==> src/pcsl_pkg.sv <==
// shared types and constants of the pulse count sensor link
`timescale 1ns / 1ps

package pcsl_pkg;

   // sequencer phases
   localparam logic [1:0] PH_IDLE   = 2'd0;
   localparam logic [1:0] PH_SEND   = 2'd1;
   localparam logic [1:0] PH_GUARD  = 2'd2;
   localparam logic [1:0] PH_LISTEN = 2'd3;

   // pulse qualifier phases
   localparam logic [1:0] Q_CLEAR = 2'd0;
   localparam logic [1:0] Q_LO    = 2'd1;
   localparam logic [1:0] Q_HI    = 2'd2;

   // request kinds
   localparam logic OP_TICK  = 1'b0;
   localparam logic OP_START = 1'b1;

   // response kinds
   localparam logic KIND_STATUS = 1'b0;
   localparam logic KIND_FRAME  = 1'b1;

   // register indexes
   localparam logic [2:0] REG_STATUS_CMD     = 3'd0;
   localparam logic [2:0] REG_CALIB_CMD      = 3'd1;
   localparam logic [2:0] REG_STATUS_RETRIES = 3'd2;
   localparam logic [2:0] REG_CALIB_RETRIES  = 3'd3;
   localparam logic [2:0] REG_STATUS_PULSES  = 3'd4;
   localparam logic [2:0] REG_CALIB_PULSES   = 3'd5;
   localparam logic [2:0] REG_STATUS_WAIT    = 3'd6;
   localparam logic [2:0] REG_CALIB_WAIT     = 3'd7;

   // frame layout
   localparam logic [7:0] FRAME_HEAD = 8'h1E;
   localparam logic [7:0] FRAME_LEN  = 8'h05;
   localparam logic [7:0] FRAME_TAIL = 8'h1F;
   localparam logic [2:0] FRAME_BEATS = 3'd5;

   // timing limits in ticks, then pulse count limits
   localparam logic [4:0] GUARD_TICKS   = 5'd15;
   localparam logic [4:0] GUARD_MAX     = 5'd31;
   localparam logic [7:0] EDGE_MAX      = 8'd255;
   localparam logic [7:0] PHASE_MIN     = 8'd3;
   localparam logic [7:0] LOW_MAX       = 8'd7;
   localparam logic [7:0] PULSE_MAX     = 8'd255;
   localparam logic [7:0] COUNT_WINDOW  = 8'd4;

   // snapshot of the block state that goes out with every response of one item
   typedef struct packed {
      logic       has_frame;
      logic [7:0] cmd;
      logic       drive_line;
      logic       busy;
      logic       done;
      logic       passed;
      logic       link_ok;
      logic [7:0] pulse_count;
   } rsp_rec_type;

   // frame byte at a given beat: head, length, command, checksum, tail
   function automatic logic [7:0] frame_byte(input logic [2:0] beat, input logic [7:0] cmd);
      logic [7:0] res;
      case (beat)
         3'd0:    res = FRAME_HEAD;
         3'd1:    res = FRAME_LEN;
         3'd2:    res = cmd;
         3'd3:    res = FRAME_HEAD + FRAME_LEN + cmd;
         3'd4:    res = FRAME_TAIL;
         default: res = 8'h00;
      endcase
      return res;
   endfunction

endpackage

==> src/pulse_count_sensor_link_core.sv <==
// top level of the pulse count sensor link: command sequencer, pulse qualifier, response buffer
`timescale 1ns / 1ps

// Usage
// req channel: one item per transfer. tuser is the op (0 tick, 1 start),
// tdata carries the command byte and the sampled line level of the tick.
// rsp channel: each item gives its frame bytes first (five, on the tick that
// sends a command) and then one status response with tlast set.
// csr channel: one register write per transfer, taken at any time; csr_ready
// is always high. Write registers only while the block is idle.
// Latency: the first response of an item is valid the cycle after the item
// is accepted. A sending tick holds the response register for its frame bytes
// and status response, every other item only for its status response, so with
// rsp_tready high the block sustains one item per cycle except on sending ticks.
// The next item is accepted in the cycle its predecessor's final response transfers.
// Reset: synchronous, active high; sequencer idle, counters and status
// cleared, registers back to their default values.
// Stall: while rsp_tready is low the response holds and req_tready drops
// once the buffered item still has responses to deliver.

module pulse_count_sensor_link_core (
   input  logic        clock,
   input  logic        reset,
   // request channel
   input  logic        req_tvalid,
   output logic        req_tready,
   input  logic [15:0] req_tdata,   // cmd_byte[7:0], pin_level[8], zero fill
   input  logic        req_tuser,   // op
   // response channel
   output logic        rsp_tvalid,
   input  logic        rsp_tready,
   output logic [23:0] rsp_tdata,   // tx_byte[7:0], drive_line[8], busy_res[9],
                                    // done_res[10], passed[11], link_ok[12],
                                    // pulse_count[20:13], zero fill
   output logic        rsp_tuser,   // kind
   output logic        rsp_tlast,   // last
   // register write channel
   input  logic        csr_valid,
   output logic        csr_ready,
   input  logic [2:0]  csr_index,
   input  logic [9:0]  csr_data
);
   import pcsl_pkg::*;

   // configuration registers
   logic [7:0] status_cmd_ff, calib_cmd_ff;
   logic [3:0] status_retries_ff, calib_retries_ff;
   logic [7:0] status_pulses_ff, calib_pulses_ff;
   logic [9:0] status_wait_ff, calib_wait_ff;

   // link state
   logic [1:0] phase_ff, phase_in;
   logic       is_calib_ff, is_calib_in;
   logic [7:0] active_cmd_ff, active_cmd_in;
   logic [3:0] retries_ff, retries_in;
   logic [9:0] wait_ff, wait_in;
   logic [4:0] guard_ff, guard_in;
   logic [1:0] qual_ff, qual_in;
   logic [7:0] edge_timer_ff, edge_timer_in;
   logic       prev_level_ff, prev_level_in;
   logic [7:0] pulses_ff, pulses_in;
   logic       link_ff, link_in;

   // response buffer
   logic        out_valid_ff;
   logic [2:0]  beat_ff;
   rsp_rec_type rec_ff, rec_in;

   logic       req_fire, rsp_fire, last_beat;
   logic       req_op, req_pin;
   logic [7:0] req_cmd;
   logic       done, pass, send;
   logic [7:0] expect_cnt, lo_bound;
   logic [8:0] hi_bound;
   logic       on_frame_beat;

   assign req_op  = req_tuser;
   assign req_cmd = req_tdata[7:0];
   assign req_pin = req_tdata[8];

   assign last_beat = (beat_ff == (rec_ff.has_frame ? FRAME_BEATS : 3'd0));
   assign req_tready = !out_valid_ff || (rsp_tready && last_beat);
   assign req_fire   = req_tvalid && req_tready;
   assign rsp_fire   = rsp_tvalid && rsp_tready;
   assign csr_ready  = 1'b1;

   // window bounds of the expected count
   assign expect_cnt = is_calib_ff ? calib_pulses_ff : status_pulses_ff;
   assign lo_bound   = (expect_cnt >= COUNT_WINDOW) ? expect_cnt - COUNT_WINDOW : 8'd0;
   assign hi_bound   = {1'b0, expect_cnt} + {1'b0, COUNT_WINDOW};

   // next state of one item: qualifier first, then sequencer
   always_comb begin
      phase_in      = phase_ff;
      is_calib_in   = is_calib_ff;
      active_cmd_in = active_cmd_ff;
      retries_in    = retries_ff;
      wait_in       = wait_ff;
      guard_in      = guard_ff;
      qual_in       = qual_ff;
      edge_timer_in = edge_timer_ff;
      prev_level_in = prev_level_ff;
      pulses_in     = pulses_ff;
      link_in       = link_ff;
      done          = 1'b0;
      pass          = 1'b0;
      send          = 1'b0;

      if (req_op == OP_START) begin
         // start: arm a matching command, status check wins a tie
         if (req_cmd == status_cmd_ff) begin
            is_calib_in   = 1'b0;
            retries_in    = status_retries_ff;
            active_cmd_in = req_cmd;
            phase_in      = PH_SEND;
            wait_in       = 10'd0;
         end else if (req_cmd == calib_cmd_ff) begin
            is_calib_in   = 1'b1;
            retries_in    = calib_retries_ff;
            active_cmd_in = req_cmd;
            phase_in      = PH_SEND;
            wait_in       = 10'd0;
         end
      end else begin
         // pulse qualifier, active only while listening
         if (phase_ff == PH_LISTEN) begin
            if (edge_timer_ff < EDGE_MAX) begin
               edge_timer_in = edge_timer_ff + 8'd1;
            end
            if (!req_pin && prev_level_ff) begin
               // falling edge
               if (qual_ff == Q_HI) begin
                  if (edge_timer_in < PHASE_MIN) begin
                     qual_in = Q_CLEAR;
                  end
               end else if (qual_ff != Q_LO) begin
                  edge_timer_in = 8'd0;
                  qual_in       = Q_LO;
               end
            end else if (req_pin && !prev_level_ff) begin
               // rising edge closes the low phase
               if (qual_ff == Q_LO) begin
                  if (edge_timer_in >= PHASE_MIN && edge_timer_in <= LOW_MAX) begin
                     edge_timer_in = 8'd0;
                     qual_in       = Q_HI;
                  end else begin
                     qual_in = Q_CLEAR;
                  end
               end
            end else if (req_pin && prev_level_ff) begin
               // high phase long enough counts the pulse
               if (qual_ff == Q_HI && edge_timer_in >= PHASE_MIN) begin
                  if (pulses_ff < PULSE_MAX) begin
                     pulses_in = pulses_ff + 8'd1;
                  end
                  qual_in = Q_CLEAR;
               end
            end
         end
         prev_level_in = req_pin;

         // sequencer
         case (phase_ff)
            PH_SEND: begin
               send      = 1'b1;
               qual_in   = Q_CLEAR;
               pulses_in = 8'd0;
               guard_in  = 5'd0;
               wait_in   = is_calib_ff ? calib_wait_ff : status_wait_ff;
               phase_in  = PH_GUARD;
            end
            PH_GUARD: begin
               if (wait_ff != 10'd0) begin
                  wait_in = wait_ff - 10'd1;
               end
               if (guard_ff < GUARD_MAX) begin
                  guard_in = guard_ff + 5'd1;
               end
               if (guard_in > GUARD_TICKS) begin
                  phase_in = PH_LISTEN;
               end
            end
            PH_LISTEN: begin
               if (wait_ff != 10'd0) begin
                  wait_in = wait_ff - 10'd1;
               end
               if (wait_in == 10'd0) begin
                  if (pulses_in >= lo_bound && {1'b0, pulses_in} <= hi_bound) begin
                     done = 1'b1;
                     pass = 1'b1;
                  end else if (retries_ff <= 4'd1) begin
                     retries_in = 4'd0;
                     done       = 1'b1;
                  end else begin
                     retries_in = retries_ff - 4'd1;
                     phase_in   = PH_SEND;
                  end
                  if (done) begin
                     link_in       = pass;
                     active_cmd_in = 8'd0;
                     phase_in      = PH_IDLE;
                  end
               end
            end
            default: begin
            end
         endcase
      end

      // snapshot for the responses of this item
      rec_in.has_frame   = send;
      rec_in.cmd         = active_cmd_ff;
      rec_in.drive_line  = (phase_in == PH_GUARD);
      rec_in.busy        = (phase_in != PH_IDLE);
      rec_in.done        = done;
      rec_in.passed      = pass;
      rec_in.link_ok     = link_in;
      rec_in.pulse_count = pulses_in;
   end

   // state update on each accepted item
   always_ff @(posedge clock) begin
      if (reset) begin
         phase_ff      <= PH_IDLE;
         is_calib_ff   <= 1'b0;
         active_cmd_ff <= 8'd0;
         retries_ff    <= 4'd0;
         wait_ff       <= 10'd0;
         guard_ff      <= 5'd0;
         qual_ff       <= Q_CLEAR;
         edge_timer_ff <= 8'd0;
         prev_level_ff <= 1'b0;
         pulses_ff     <= 8'd0;
         link_ff       <= 1'b0;
      end else if (req_fire) begin
         phase_ff      <= phase_in;
         is_calib_ff   <= is_calib_in;
         active_cmd_ff <= active_cmd_in;
         retries_ff    <= retries_in;
         wait_ff       <= wait_in;
         guard_ff      <= guard_in;
         qual_ff       <= qual_in;
         edge_timer_ff <= edge_timer_in;
         prev_level_ff <= prev_level_in;
         pulses_ff     <= pulses_in;
         link_ff       <= link_in;
      end
   end

   // register writes
   always_ff @(posedge clock) begin
      if (reset) begin
         status_cmd_ff     <= 8'd1;
         calib_cmd_ff      <= 8'd2;
         status_retries_ff <= 4'd3;
         calib_retries_ff  <= 4'd3;
         status_pulses_ff  <= 8'd20;
         calib_pulses_ff   <= 8'd40;
         status_wait_ff    <= 10'd250;
         calib_wait_ff     <= 10'd400;
      end else if (csr_valid && csr_ready) begin
         case (csr_index)
            REG_STATUS_CMD:     status_cmd_ff     <= csr_data[7:0];
            REG_CALIB_CMD:      calib_cmd_ff      <= csr_data[7:0];
            REG_STATUS_RETRIES: status_retries_ff <= csr_data[3:0];
            REG_CALIB_RETRIES:  calib_retries_ff  <= csr_data[3:0];
            REG_STATUS_PULSES:  status_pulses_ff  <= csr_data[7:0];
            REG_CALIB_PULSES:   calib_pulses_ff   <= csr_data[7:0];
            REG_STATUS_WAIT:    status_wait_ff    <= csr_data;
            REG_CALIB_WAIT:     calib_wait_ff     <= csr_data;
            default: begin
            end
         endcase
      end
   end

   // response buffer control
   always_ff @(posedge clock) begin
      if (reset) begin
         out_valid_ff <= 1'b0;
         beat_ff      <= 3'd0;
      end else if (req_fire) begin
         out_valid_ff <= 1'b1;
         beat_ff      <= 3'd0;
      end else if (rsp_fire) begin
         if (last_beat) begin
            out_valid_ff <= 1'b0;
         end else begin
            beat_ff <= beat_ff + 3'd1;
         end
      end
   end

   // response payload
   always_ff @(posedge clock) begin
      if (req_fire) begin
         rec_ff <= rec_in;
      end
   end

   // response fields: frame beats then the status response
   assign on_frame_beat = rec_ff.has_frame && (beat_ff != FRAME_BEATS);
   assign rsp_tvalid = out_valid_ff;
   assign rsp_tlast  = last_beat;
   assign rsp_tuser  = on_frame_beat ? KIND_FRAME : KIND_STATUS;
   assign rsp_tdata  = {3'b000,
                        rec_ff.pulse_count,
                        rec_ff.link_ok,
                        on_frame_beat ? 1'b0 : rec_ff.passed,
                        on_frame_beat ? 1'b0 : rec_ff.done,
                        rec_ff.busy,
                        rec_ff.drive_line,
                        on_frame_beat ? frame_byte(beat_ff, rec_ff.cmd) : 8'h00};

   // checks
   a_last_is_status: assert property (@(posedge clock) disable iff (reset)
      rsp_tvalid && rsp_tlast |-> rsp_tuser == KIND_STATUS)
      else $error("final response of an item is not a status response");

   a_beat_range: assert property (@(posedge clock) disable iff (reset)
      out_valid_ff |-> beat_ff <= FRAME_BEATS)
      else $error("response beat counter out of range");

   a_done_idle: assert property (@(posedge clock) disable iff (reset)
      rsp_tvalid && rsp_tdata[10] |-> !rsp_tdata[9])
      else $error("finished command still reported busy");

   a_drive_busy: assert property (@(posedge clock) disable iff (reset)
      rsp_tvalid && rsp_tdata[8] |-> rsp_tdata[9])
      else $error("line driven while no command runs");

   a_pass_done: assert property (@(posedge clock) disable iff (reset)
      rsp_tvalid && rsp_tdata[11] |-> rsp_tdata[10])
      else $error("pass flag without a finished command");

   a_frame_holds_state: assert property (@(posedge clock) disable iff (reset)
      out_valid_ff && !last_beat |=> out_valid_ff)
      else $error("item dropped before its final response");

endmodule
==> config.mk <==
export PLATFORM = sky130hd
export DESIGN_NAME = pulse_count_sensor_link_core
export DESIGN_NICKNAME = d
export VERILOG_FILES = /design/src/pcsl_pkg.sv /design/src/pulse_count_sensor_link_core.sv
export SDC_FILE = /design/constraint.sdc
export NUM_CORES = 1
export LEC_CHECK = 0
export ABC_CLOCK_PERIOD_IN_PS = 4000
export BUFFER_PORTS_ARGS = -buffer_cell sky130_fd_sc_hd__buf_4
export CAP_MARGIN = 0
export CORE_UTILIZATION = 25
export CTS_CLUSTER_DIAMETER = 60
export CTS_CLUSTER_SIZE = 12
export DETAILED_ROUTE_END_ITERATION = 8
export PLACE_DENSITY_LB_ADDON = 0.08
export SYNTH_ARGS = -nofsm -noshare
export SYNTH_HDL_FRONTEND = slang
export SYNTH_SLANG_ARGS = --single-unit
==> constraint.sdc <==
create_clock -name clock -period 4 [get_ports clock]
set_input_delay 0.8 -clock clock [delete_from_list [all_inputs] [get_ports clock]]
set_output_delay 0.8 -clock clock [all_outputs]
set_load 0.1 [all_outputs]
==> parameters.txt, run 1 <==
Parameter                              Value

Status
  Run status    completed

Drt
  1st-pass router iterations    5
  Detail-routed via count per cell    4.76
  DRT antenna net count    0
  Remaining routing DRC violations    0
  Routed via count    7,148
  Iteration-0 DRC count of the detailed router    354
  Average wire per cell in the routed design    16.6 um
  Wirelength, routed    24,900 um

Timing
  Finish-stage setup viols    0
  Hold Violations, Final    0
  Worst setup slack after layout    187 ps
  Setup skew after layout    11.5 ps
  Shortest period the worst path allows    3810 ps
  Max Fclk    0.262 GHz
  Final Cycle Share    95.3%
  RSZ-0062 raised after global routing    yes
  Slew at the pin with the worst max-slew slack    1050 ps
  Slew Limit Headroom    29.2%
  Max-slew violation count    0

Worst setup path
  Most used cell along the critical path    sky130_fd_sc_hd__buf_4
  Critical Setup Path Class    flip-flop to flip-flop
  Data required, critical path    4310 ps
  FF-to-FF path depth    18
  Worst reg2reg path startpoint    edge_timer_ff[0]
  Highest net fanout along the worst path    4
  Cell Chain, Critical Path    ha_4 -> and4_1 -> a221oi_2 -> nand4_1 -> buf_4 -> nor2b_2 -> nand2_1 -> mux2_2 -> buf_4 -> ha_1 -> o21a_1 -> o22a_2 -> buf_4 -> a21o_1 -> buf_4 -> buf_4 -> o2111ai_1 -> nand3_1
  Endpoint of the lowest-slack register-to-register path    retries_ff[2]
  Worst setup SP type    flip-flop
  CP endpoint kind    flip-flop
  Slowest cell on crit path    sky130_fd_sc_hd__mux2_2
  Flop2flop setup slack    190 ps
  CP peak stage delay    370 ps
  Data arrival time at the worst-slack endpoint    4120 ps

Global route
  Via count of the first global-routing pass    6,841
  Overall global routing resource usage    15.3%
  Aggregate global routing overflow    0
  Wire length of the first global-routing pass    39,500 um
  Initial antenna violation count    0
  Maximum number of pins on one net before global-route repair    50

Synthesis
  Number of enable flip-flop cells after synthesis    22
  Number of distinct library cells after synthesis    77
  Instance count of the mapped netlist    979
  Yosys top cell area share    28.0%
  Cells taking the most area after synthesis    sky130_fd_sc_hd__dfxtp_1 28%, sky130_fd_sc_hd__edfxtp_1 8.1%, sky130_fd_sc_hd__mux2i_1 6.6%, sky130_fd_sc_hd__nand2_1 6.6%, sky130_fd_sc_hd__ha_1 5.4%
  Async set-or-reset flop fraction in the synthesized netlist    0%
  Sequential share of the synthesized area    36.1%
  Most instantiated flip-flop cell in the synthesis netlist    sky130_fd_sc_hd__dfxtp_1
  Number of synthesized register bits    136
  Cell taking the most area after synthesis    sky130_fd_sc_hd__dfxtp_1
  Number of warnings reported in the yosys synthesis log    0
  Synthesized area    8140 sq um
  Average size of a mapped cell    8.32 sq um

CTS
  CTS clock-pin slew for the worst setup and hold paths    60 ps
  Clock buffers created by TritonCTS    17
  Source-to-sink clock delay at the later pin of the worst-skew pair    430 ps
  Maximum count of clock buffers along a single path    2
  Cts hold-fix bufs    0
  H-Tree Depth    4
  Clock tree from TritonCTS    done
  Clock Sink Count    136
  Cell chosen for the clock root    sky130_fd_sc_hd__clkbuf_16

Power and ir drop
  Standby leakage power    0.00373 uW
  Sequential Power Share    41.2%
  Power per cell area    354 nW/um^2
  Maximum resistive drop on vdd    390 uV
  Clock share of power    43.8%
  Switching share of power    29.0%
  Switching component of the power    1030 uW
  Cell Int Power    2520 uW
  Combinational cell fraction of total power    15.1%

Hold path
  Beginning of the worst hold path    status_pulses_ff[1]
  Worst hold path class    flip-flop to flip-flop
  End of the worst hold path    status_pulses_ff[1]
  Number of cells on the worst hold path    2

Placement
  Final HPWL from detailed placement    18,200 um
  Placer Congestion    0.797
  Number of cells in the design after placement    1,464
  Post-place setup slack    -94.8 ps
  Number of buffers inserted by port buffering    52

Floorplan
  Site Rows    65
  Overall die height    182 um
  Area inside the core boundary    31,800 sq um
  Starting density of the core    25.6%
  Width of the die    182 um
  Floorplan die area    33,300 sq um
  I/O pin total    64

Layout
  Final cell count without fillers    1,501
  Number of nets in the final layout    1,124
  Antenna diode instance count    0
  Fraction of final layout cells sized beyond drive strength 1    19.3%
  Area growth from synthesis to final layout    23.2%

Run
  Maximum Capacitance Violations    0
kinds of logic after synthesis:
kind of cell               synth area share, %
AOI/OAI and AO/OA                         20.5
xor gates and xnor gates                  3.55
adders and majority gates                 5.38
buffers and inverters                     5.58
DFF                                       36.1
muxes                                     7.61
other                                   0.0922
and+or+nand+nor                           21.1
cell usage after synthesis, types with 4 or more instances:
library cell,n
sky130_fd_sc_hd__ha_1,35
sky130_fd_sc_hd__xnor2_1,29
sky130_fd_sc_hd__mux2i_1,54
sky130_fd_sc_hd__or3_1,9
sky130_fd_sc_hd__o21ai_0,38
sky130_fd_sc_hd__nor2_1,71
sky130_fd_sc_hd__nand4_1,12
sky130_fd_sc_hd__a211oi_1,12
sky130_fd_sc_hd__a21boi_0,5
sky130_fd_sc_hd__dfxtp_1,114
sky130_fd_sc_hd__nor4_2,4
sky130_fd_sc_hd__nor2b_1,17
sky130_fd_sc_hd__nand3_1,30
sky130_fd_sc_hd__o21a_1,5
sky130_fd_sc_hd__xor2_1,4
sky130_fd_sc_hd__o31ai_1,10
sky130_fd_sc_hd__nand2b_1,11
sky130_fd_sc_hd__a31oi_1,9
sky130_fd_sc_hd__a21o_1,7
sky130_fd_sc_hd__mux2_2,7
sky130_fd_sc_hd__nand2_1,143
sky130_fd_sc_hd__or2_2,7
sky130_fd_sc_hd__and2_1,4
sky130_fd_sc_hd__a41oi_1,4
sky130_fd_sc_hd__inv_1,33
sky130_fd_sc_hd__nor3_1,17
sky130_fd_sc_hd__a21oi_1,86
sky130_fd_sc_hd__a22o_1,5
sky130_fd_sc_hd__clkbuf_1,38
sky130_fd_sc_hd__o211ai_1,18
sky130_fd_sc_hd__buf_4,16
sky130_fd_sc_hd__buf_1,6
sky130_fd_sc_hd__o2111ai_1,5
sky130_fd_sc_hd__a22oi_1,16
sky130_fd_sc_hd__and3_1,8
sky130_fd_sc_hd__edfxtp_1,22
what timing repair did:
item                       CTS  global route
resized for setup            6            25
pin swaps                    4            13
setup endpoints to repair   12            16
buffers inserted             3             4
layout make-up:
type / instances / area (sq um)
inverter: 35 / 131
clock inverter: 9 / 90.1
tap: 435 / 544
clock buffer: 22 / 485
multi-input combinational: 745 / 4940
sequential: 136 / 2950
fill: 3381 / 21800
timing repair buffer: 119 / 897
critical path: cells and delay by family, from the launching register on:
kind / cells / cell delay (ps)
muxes: 1 / 370
buffers and inverters: 5 / 760
adders and majority gates: 2 / 460
AOI/OAI and AO/OA: 5 / 1050
and+or+nand+nor: 5 / 720
DFF: 1 / 330
metal layers:
metal	track usage (%)	part of all wire, %	vias to the layer above
met4	4.67	1.1	0
met1	21.8	52	3382
met2	23.5	44	92
li1	-	-	3659
met5	0	0	-
met3	2.63	2.4	15
power groups by stage:
stage | registers [uW] | clock network (uW) | logic (uW)
after floorplan | 1490 | 0 | 381
after global placement | 1490 | 0 | 533
after detailed placement | 1490 | 0 | 532
after CTS | 1460 | 1610 | 534
after global routing | 1470 | 1670 | 586
final | 1460 | 1560 | 535
per-stage QoR:
stage / utilization [%] / cell area (sq um) / power [uW] / hold slack [ps] / TNS (ps)
5_1_grt: 31.5 / 10000 / 3720 / 467 / -46.2
2_1_floorplan: - / 8170 / 1870 / 431 / -909
3_3_place_gp: 29.0 / 9240 / 2030 / 441 / -1020
4_1_cts: 31.0 / 9860 / 3600 / 454 / 0
6_report: 31.5 / 10000 / 3550 / 454 / 0
3_5_place_dp: 29.0 / 9240 / 2030 / 446 / -495
how the worst max path moves through the flow:
stage                     start          endpoint  slack, ps  cells after the start
6_report       edge_timer_ff[0]     retries_ff[2]        190                     18
5_1_grt        edge_timer_ff[1]  active_cmd_ff[3]        -20                     19
3_5_place_dp   edge_timer_ff[0]     retries_ff[3]        -90                     18
2_1_floorplan        beat_ff[1]      rsp_tdata[0]       -180                      5
4_1_cts        edge_timer_ff[0]     retries_ff[3]          6                     18
3_3_place_gp   edge_timer_ff[0]     retries_ff[3]       -130                     18
registers in the layout (all words and copies together) (netlist names), 10 cells and up:
name            flops
calib_wait_ff      10
rec_ff             11
rsp_tdata          11
status_wait_ff     10
wait_ff            10
cells in the final DEF, fill, tap and decap left out, types with 9 or more instances in the layout:
cell type	netlist	routed
sky130_fd_sc_hd__or3_1	9	9
sky130_fd_sc_hd__nand2b_1	11	10
sky130_fd_sc_hd__o31ai_1	10	10
sky130_fd_sc_hd__nor3_1	17	17
sky130_fd_sc_hd__mux2i_1	54	53
sky130_fd_sc_hd__nand3_1	30	28
sky130_fd_sc_hd__dfxtp_1	114	112
sky130_fd_sc_hd__a22oi_1	16	16
sky130_fd_sc_hd__edfxtp_1	22	22
sky130_fd_sc_hd__a211oi_1	12	12
sky130_fd_sc_hd__a31oi_1	9	9
sky130_fd_sc_hd__o21ai_0	38	36
sky130_fd_sc_hd__xnor2_1	29	27
sky130_fd_sc_hd__nand4_1	12	12
sky130_fd_sc_hd__nor2_1	71	71
sky130_fd_sc_hd__nor2b_1	17	16
sky130_fd_sc_hd__nand2_1	143	141
sky130_fd_sc_hd__o211ai_1	18	18
sky130_fd_sc_hd__buf_4	16	118
sky130_fd_sc_hd__ha_1	35	29
sky130_fd_sc_hd__a21oi_1	86	83
sky130_fd_sc_hd__clkbuf_16	0	18
sky130_fd_sc_hd__inv_1	33	33
Power figures use the tool's default switching activity.
==> run 2: changes to the inputs <==
Settings changed: ABC_AREA from default to 1.
==> run 2 against run 1 <==
Effect of this change: clock power hardly changed; critical endpoint is now rsp_tdata[8]; cell count is 7.1% higher; clock skew is 4.8 ps higher; critical path type unchanged; register-to-register slack better by 250 ps; sequential cell count stayed put; critical path depth is 6 higher; utilization is 1.8 points lower; design area is 6.3% lower.
==> parameters.txt, run 2 <==
Parameter                              Value

Synthesis
  Number of distinct library cells after synthesis    54 (was 77)
  Yosys top cell area share    28.4% (was 28.0%)
  Number of warnings reported in the yosys synthesis log    0 (unchanged)
  Number of enable flip-flop cells after synthesis    22 (unchanged)
  Cells taking the most area after synthesis    sky130_fd_sc_hd__dfxtp_1 28%, sky130_fd_sc_hd__nand2_1 13%, sky130_fd_sc_hd__edfxtp_1 8.2%, sky130_fd_sc_hd__nor2_1 7.2%, sky130_fd_sc_hd__ha_1 5.5% (was sky130_fd_sc_hd__dfxtp_1 28%, sky130_fd_sc_hd__edfxtp_1 8.1%, sky130_fd_sc_hd__mux2i_1 6.6%, sky130_fd_sc_hd__nand2_1 6.6%, sky130_fd_sc_hd__ha_1 5.4%)
  Number of synthesized register bits    136 (unchanged)
  Most instantiated flip-flop cell in the synthesis netlist    sky130_fd_sc_hd__dfxtp_1 (unchanged)
  Cell taking the most area after synthesis    sky130_fd_sc_hd__dfxtp_1 (unchanged)
  Most frequently used cell type in the post-synthesis netlist    sky130_fd_sc_hd__nand2_1 (unchanged)
  Sequential share of the synthesized area    36.6% (was 36.1%)
  Synthesized area    8030 sq um (was 8140 sq um)
  Most frequent cells after synthesis    268 x sky130_fd_sc_hd__nand2_1, 154 x sky130_fd_sc_hd__nor2_1, 114 x sky130_fd_sc_hd__dfxtp_1, 114 x sky130_fd_sc_hd__inv_1, 84 x sky130_fd_sc_hd__o21ai_0 (was 143 x sky130_fd_sc_hd__nand2_1, 114 x sky130_fd_sc_hd__dfxtp_1, 86 x sky130_fd_sc_hd__a21oi_1)
  Async set-or-reset flop fraction in the synthesized netlist    0% (unchanged)
  Average size of a mapped cell    6.96 sq um (was 8.32 sq um)
  Instance count of the mapped netlist    1,153 (was 979)

Layout
  Most used cells in the layout excluding fill and tap cells    268 x sky130_fd_sc_hd__nand2_1, 154 x sky130_fd_sc_hd__nor2_1, 114 x sky130_fd_sc_hd__inv_1 (was 141 x sky130_fd_sc_hd__nand2_1, 118 x sky130_fd_sc_hd__buf_4, 112 x sky130_fd_sc_hd__dfxtp_1)
  Final cell count without fillers    1,607 (was 1,501)
  Area growth from synthesis to final layout    17.1% (was 23.2%)
  Filler Cells Inserted    3,501 (was 3,381)
  Number of nets in the final layout    1,262 (was 1,124)
  Fin area    9400 sq um (was 10,000 sq um)
  Fraction of final layout cells sized beyond drive strength 1    14.3% (was 19.3%)
  Antenna diode instance count    0 (unchanged)
  Leading cell type in the layout, fill and taps excluded    sky130_fd_sc_hd__nand2_1 (unchanged)

Global route
  Maximum number of pins on one net before global-route repair    72 (was 50)
  Wire length of the first global-routing pass    37,100 um (was 39,500 um)
  Initial antenna violation count    0 (unchanged)
  Via count of the first global-routing pass    6,792 (was 6,841)
  Aggregate global routing overflow    0 (unchanged)
  Overall global routing resource usage    14.4% (was 15.3%)

Drt
  Remaining routing DRC violations    0 (unchanged)
  Iteration-0 DRC count of the detailed router    345 (was 354)
  Detail-routed via count per cell    4.44 (was 4.76)
  Average wire per cell in the routed design    14.3 um (was 16.6 um)
  Wirelength, routed    22,900 um (was 24,900 um)
  1st-pass router iterations    4 (was 5)
  Routed via count    7,136 (was 7,148)
  DRT antenna net count    0 (unchanged)

Placement
  Placer Congestion    0.758 (was 0.797)
  Number of cells in the design after placement    1,575 (was 1,464)
  Standard cell area after detailed placement    8800 sq um (was 9240 sq um)
  Number of buffers inserted by port buffering    52 (unchanged)
  Final HPWL from detailed placement    17,000 um (was 18,200 um)

Timing
  Slew at the pin with the worst max-slew slack    837 ps (was 1050 ps)
  Max-slew violation count    0 (unchanged)
  Setup skew after layout    16.3 ps (was 11.5 ps)
  Max Fclk    0.281 GHz (was 0.262 GHz)
  Finish-stage setup viols    0 (unchanged)
  Shortest period the worst path allows    3560 ps (was 3810 ps)
  Final Cycle Share    89.1% (was 95.3%)
  RSZ-0062 raised after global routing    no (was yes)
  Hold Violations, Final    0 (unchanged)
  Worst hold slack    435 ps (was 454 ps)
  Slew Limit Headroom    44.0% (was 29.2%)

Worst setup path
  Worst setup SP type    flip-flop (unchanged)
  Data required, critical path    4170 ps (was 4310 ps)
  Highest net fanout along the worst path    9 (was 4)
  Critical Setup Path Class    flip-flop to flip-flop (unchanged)
  CP endpoint kind    flip-flop (unchanged)
  FF-to-FF path depth    24 (was 18)
  Data arrival time at the worst-slack endpoint    3740 ps (was 4120 ps)

CTS
  Clock Sink Count    136 (unchanged)
  CTS clock-pin slew for the worst setup and hold paths    60 ps (about the same)
  Clock buffers created by TritonCTS    17 (unchanged)
  Cell chosen for the clock root    sky130_fd_sc_hd__clkbuf_16 (unchanged)
  Clock tree from TritonCTS    done (unchanged)
  Source-to-sink clock delay at the later pin of the worst-skew pair    430 ps (about the same)
  Maximum count of clock buffers along a single path    2 (unchanged)
  H-Tree Depth    4 (unchanged)
  Cts hold-fix bufs    0 (unchanged)

Floorplan
  Area inside the core boundary    31,600 sq um (was 31,800 sq um)
  Width of the die    181 um (was 182 um)
  I/O pin total    64 (unchanged)
  Starting density of the core    25.4% (was 25.6%)
  Site Rows    65 (unchanged)
  Floorplan die area    32,800 sq um (was 33,300 sq um)
  Overall die height    181 um (was 182 um)

Power and ir drop
  Power per cell area    370 nW/um^2 (was 354 nW/um^2)
  Standby leakage power    0.00411 uW (was 0.00373 uW)
  Maximum resistive drop on vdd    287 uV (was 390 uV)

Hold path
  Number of cells on the worst hold path    0 (was 2)
  Worst hold path class    flip-flop to flip-flop (unchanged)

Status
  Run status    completed (unchanged)

Run
  Maximum Capacitance Violations    0 (unchanged)
## run 2: kinds of logic after synthesis
family                     Yosys count  synth area share, %
AOI/OAI and AO/OA                  208                 14.7
xor gates and xnor gates            16                 1.75
adders and majority gates           35                 5.45
buffers and inverters              180                 9.38
DFF                                136                 36.6
muxes                                1                0.125
other                                2               0.0935
and+or+nand+nor                    575                 31.9
## run 2: worst paths after layout
check                    from           end  slack (ps)
max          edge_timer_ff[0]  rsp_tdata[8]         440
min reg2reg  active_cmd_ff[2]    rec_ff[15]         440
min          active_cmd_ff[2]    rec_ff[15]         440
max reg2reg  edge_timer_ff[0]  rsp_tdata[8]         440
## run 2: per-stage QoR
| step | power [uW] | setup slack (ps) | setup TNS [ps] | utilization, % |
|---|---|---|---|---|
| floorplan | 1800 | -154 | -946 | - |
| global placement | 1930 | 331 | 0 | 27.9 |
| detailed placement | 1930 | 317 | 0 | 27.9 |
| CTS | 3550 | 300 | 0 | 29.8 |
| global route | 3650 | 38.0 | 0 | 29.8 |
| finish | 3480 | 436 | 0 | 29.8 |
## run 2: what timing repair did
action | CTS | global route
buffers inserted | 0 | 0
endpoints found under the setup margin | 0 | 1
resized for setup | 0 | 3
endpoints found under the hold margin | 0 | 0
## run 2: power breakdown
part	internal, uW	leakage (uW)	switching [uW]
combinational	116	0.00268	326
sequential	1430	0.00115	21.8
clock	935	0.000287	650
total	2480	0.00411	998
## run 2: worst max-delay path, cell delays in order, from the launching register on
cell	delay, ps
sky130_fd_sc_hd__dfxtp_2	370
sky130_fd_sc_hd__ha_2	200
sky130_fd_sc_hd__nand2_1	80
sky130_fd_sc_hd__nor2_1	110
sky130_fd_sc_hd__nand2_1	90
sky130_fd_sc_hd__o21ai_1	220
sky130_fd_sc_hd__nor2_1	90
sky130_fd_sc_hd__nand3_2	100
sky130_fd_sc_hd__nor2_4	50
sky130_fd_sc_hd__nor2_8	160
sky130_fd_sc_hd__nand4_1	120
sky130_fd_sc_hd__and2_1	220
sky130_fd_sc_hd__ha_1	330
sky130_fd_sc_hd__a21oi_1	150
sky130_fd_sc_hd__nor2_1	50
sky130_fd_sc_hd__a211oi_1	170
sky130_fd_sc_hd__nand3_1	90
sky130_fd_sc_hd__nand2_1	160
sky130_fd_sc_hd__nand2_1	120
sky130_fd_sc_hd__nor2_1	150
sky130_fd_sc_hd__nor2_1	50
sky130_fd_sc_hd__nand2_1	50
sky130_fd_sc_hd__nand2_1	60
sky130_fd_sc_hd__nand2_1	80
sky130_fd_sc_hd__nor2_1	50
## run 2: layout make-up
type / instances / area (sq um) / share of cell area (%)
Inverter: 134 / 517 / 5.50
Multi-Input combinational cell: 839 / 4360 / 46.4
Sequential cell: 136 / 2950 / 31.3
Timing Repair Buffer: 64 / 480 / 5.11
Tap cell: 402 / 503 / 5.35
Clock inverter: 12 / 113 / 1.20
Clock buffer: 20 / 479 / 5.10
## run 2: layer usage
layer	up-vias	part of all wire, %	global-route usage (%)
li1	3836	-	-
met1	3185	51	20.2
met2	108	44	22.5
met3	7	3.6	2.72
met4	0	0.84	3.46
met5	-	0	0
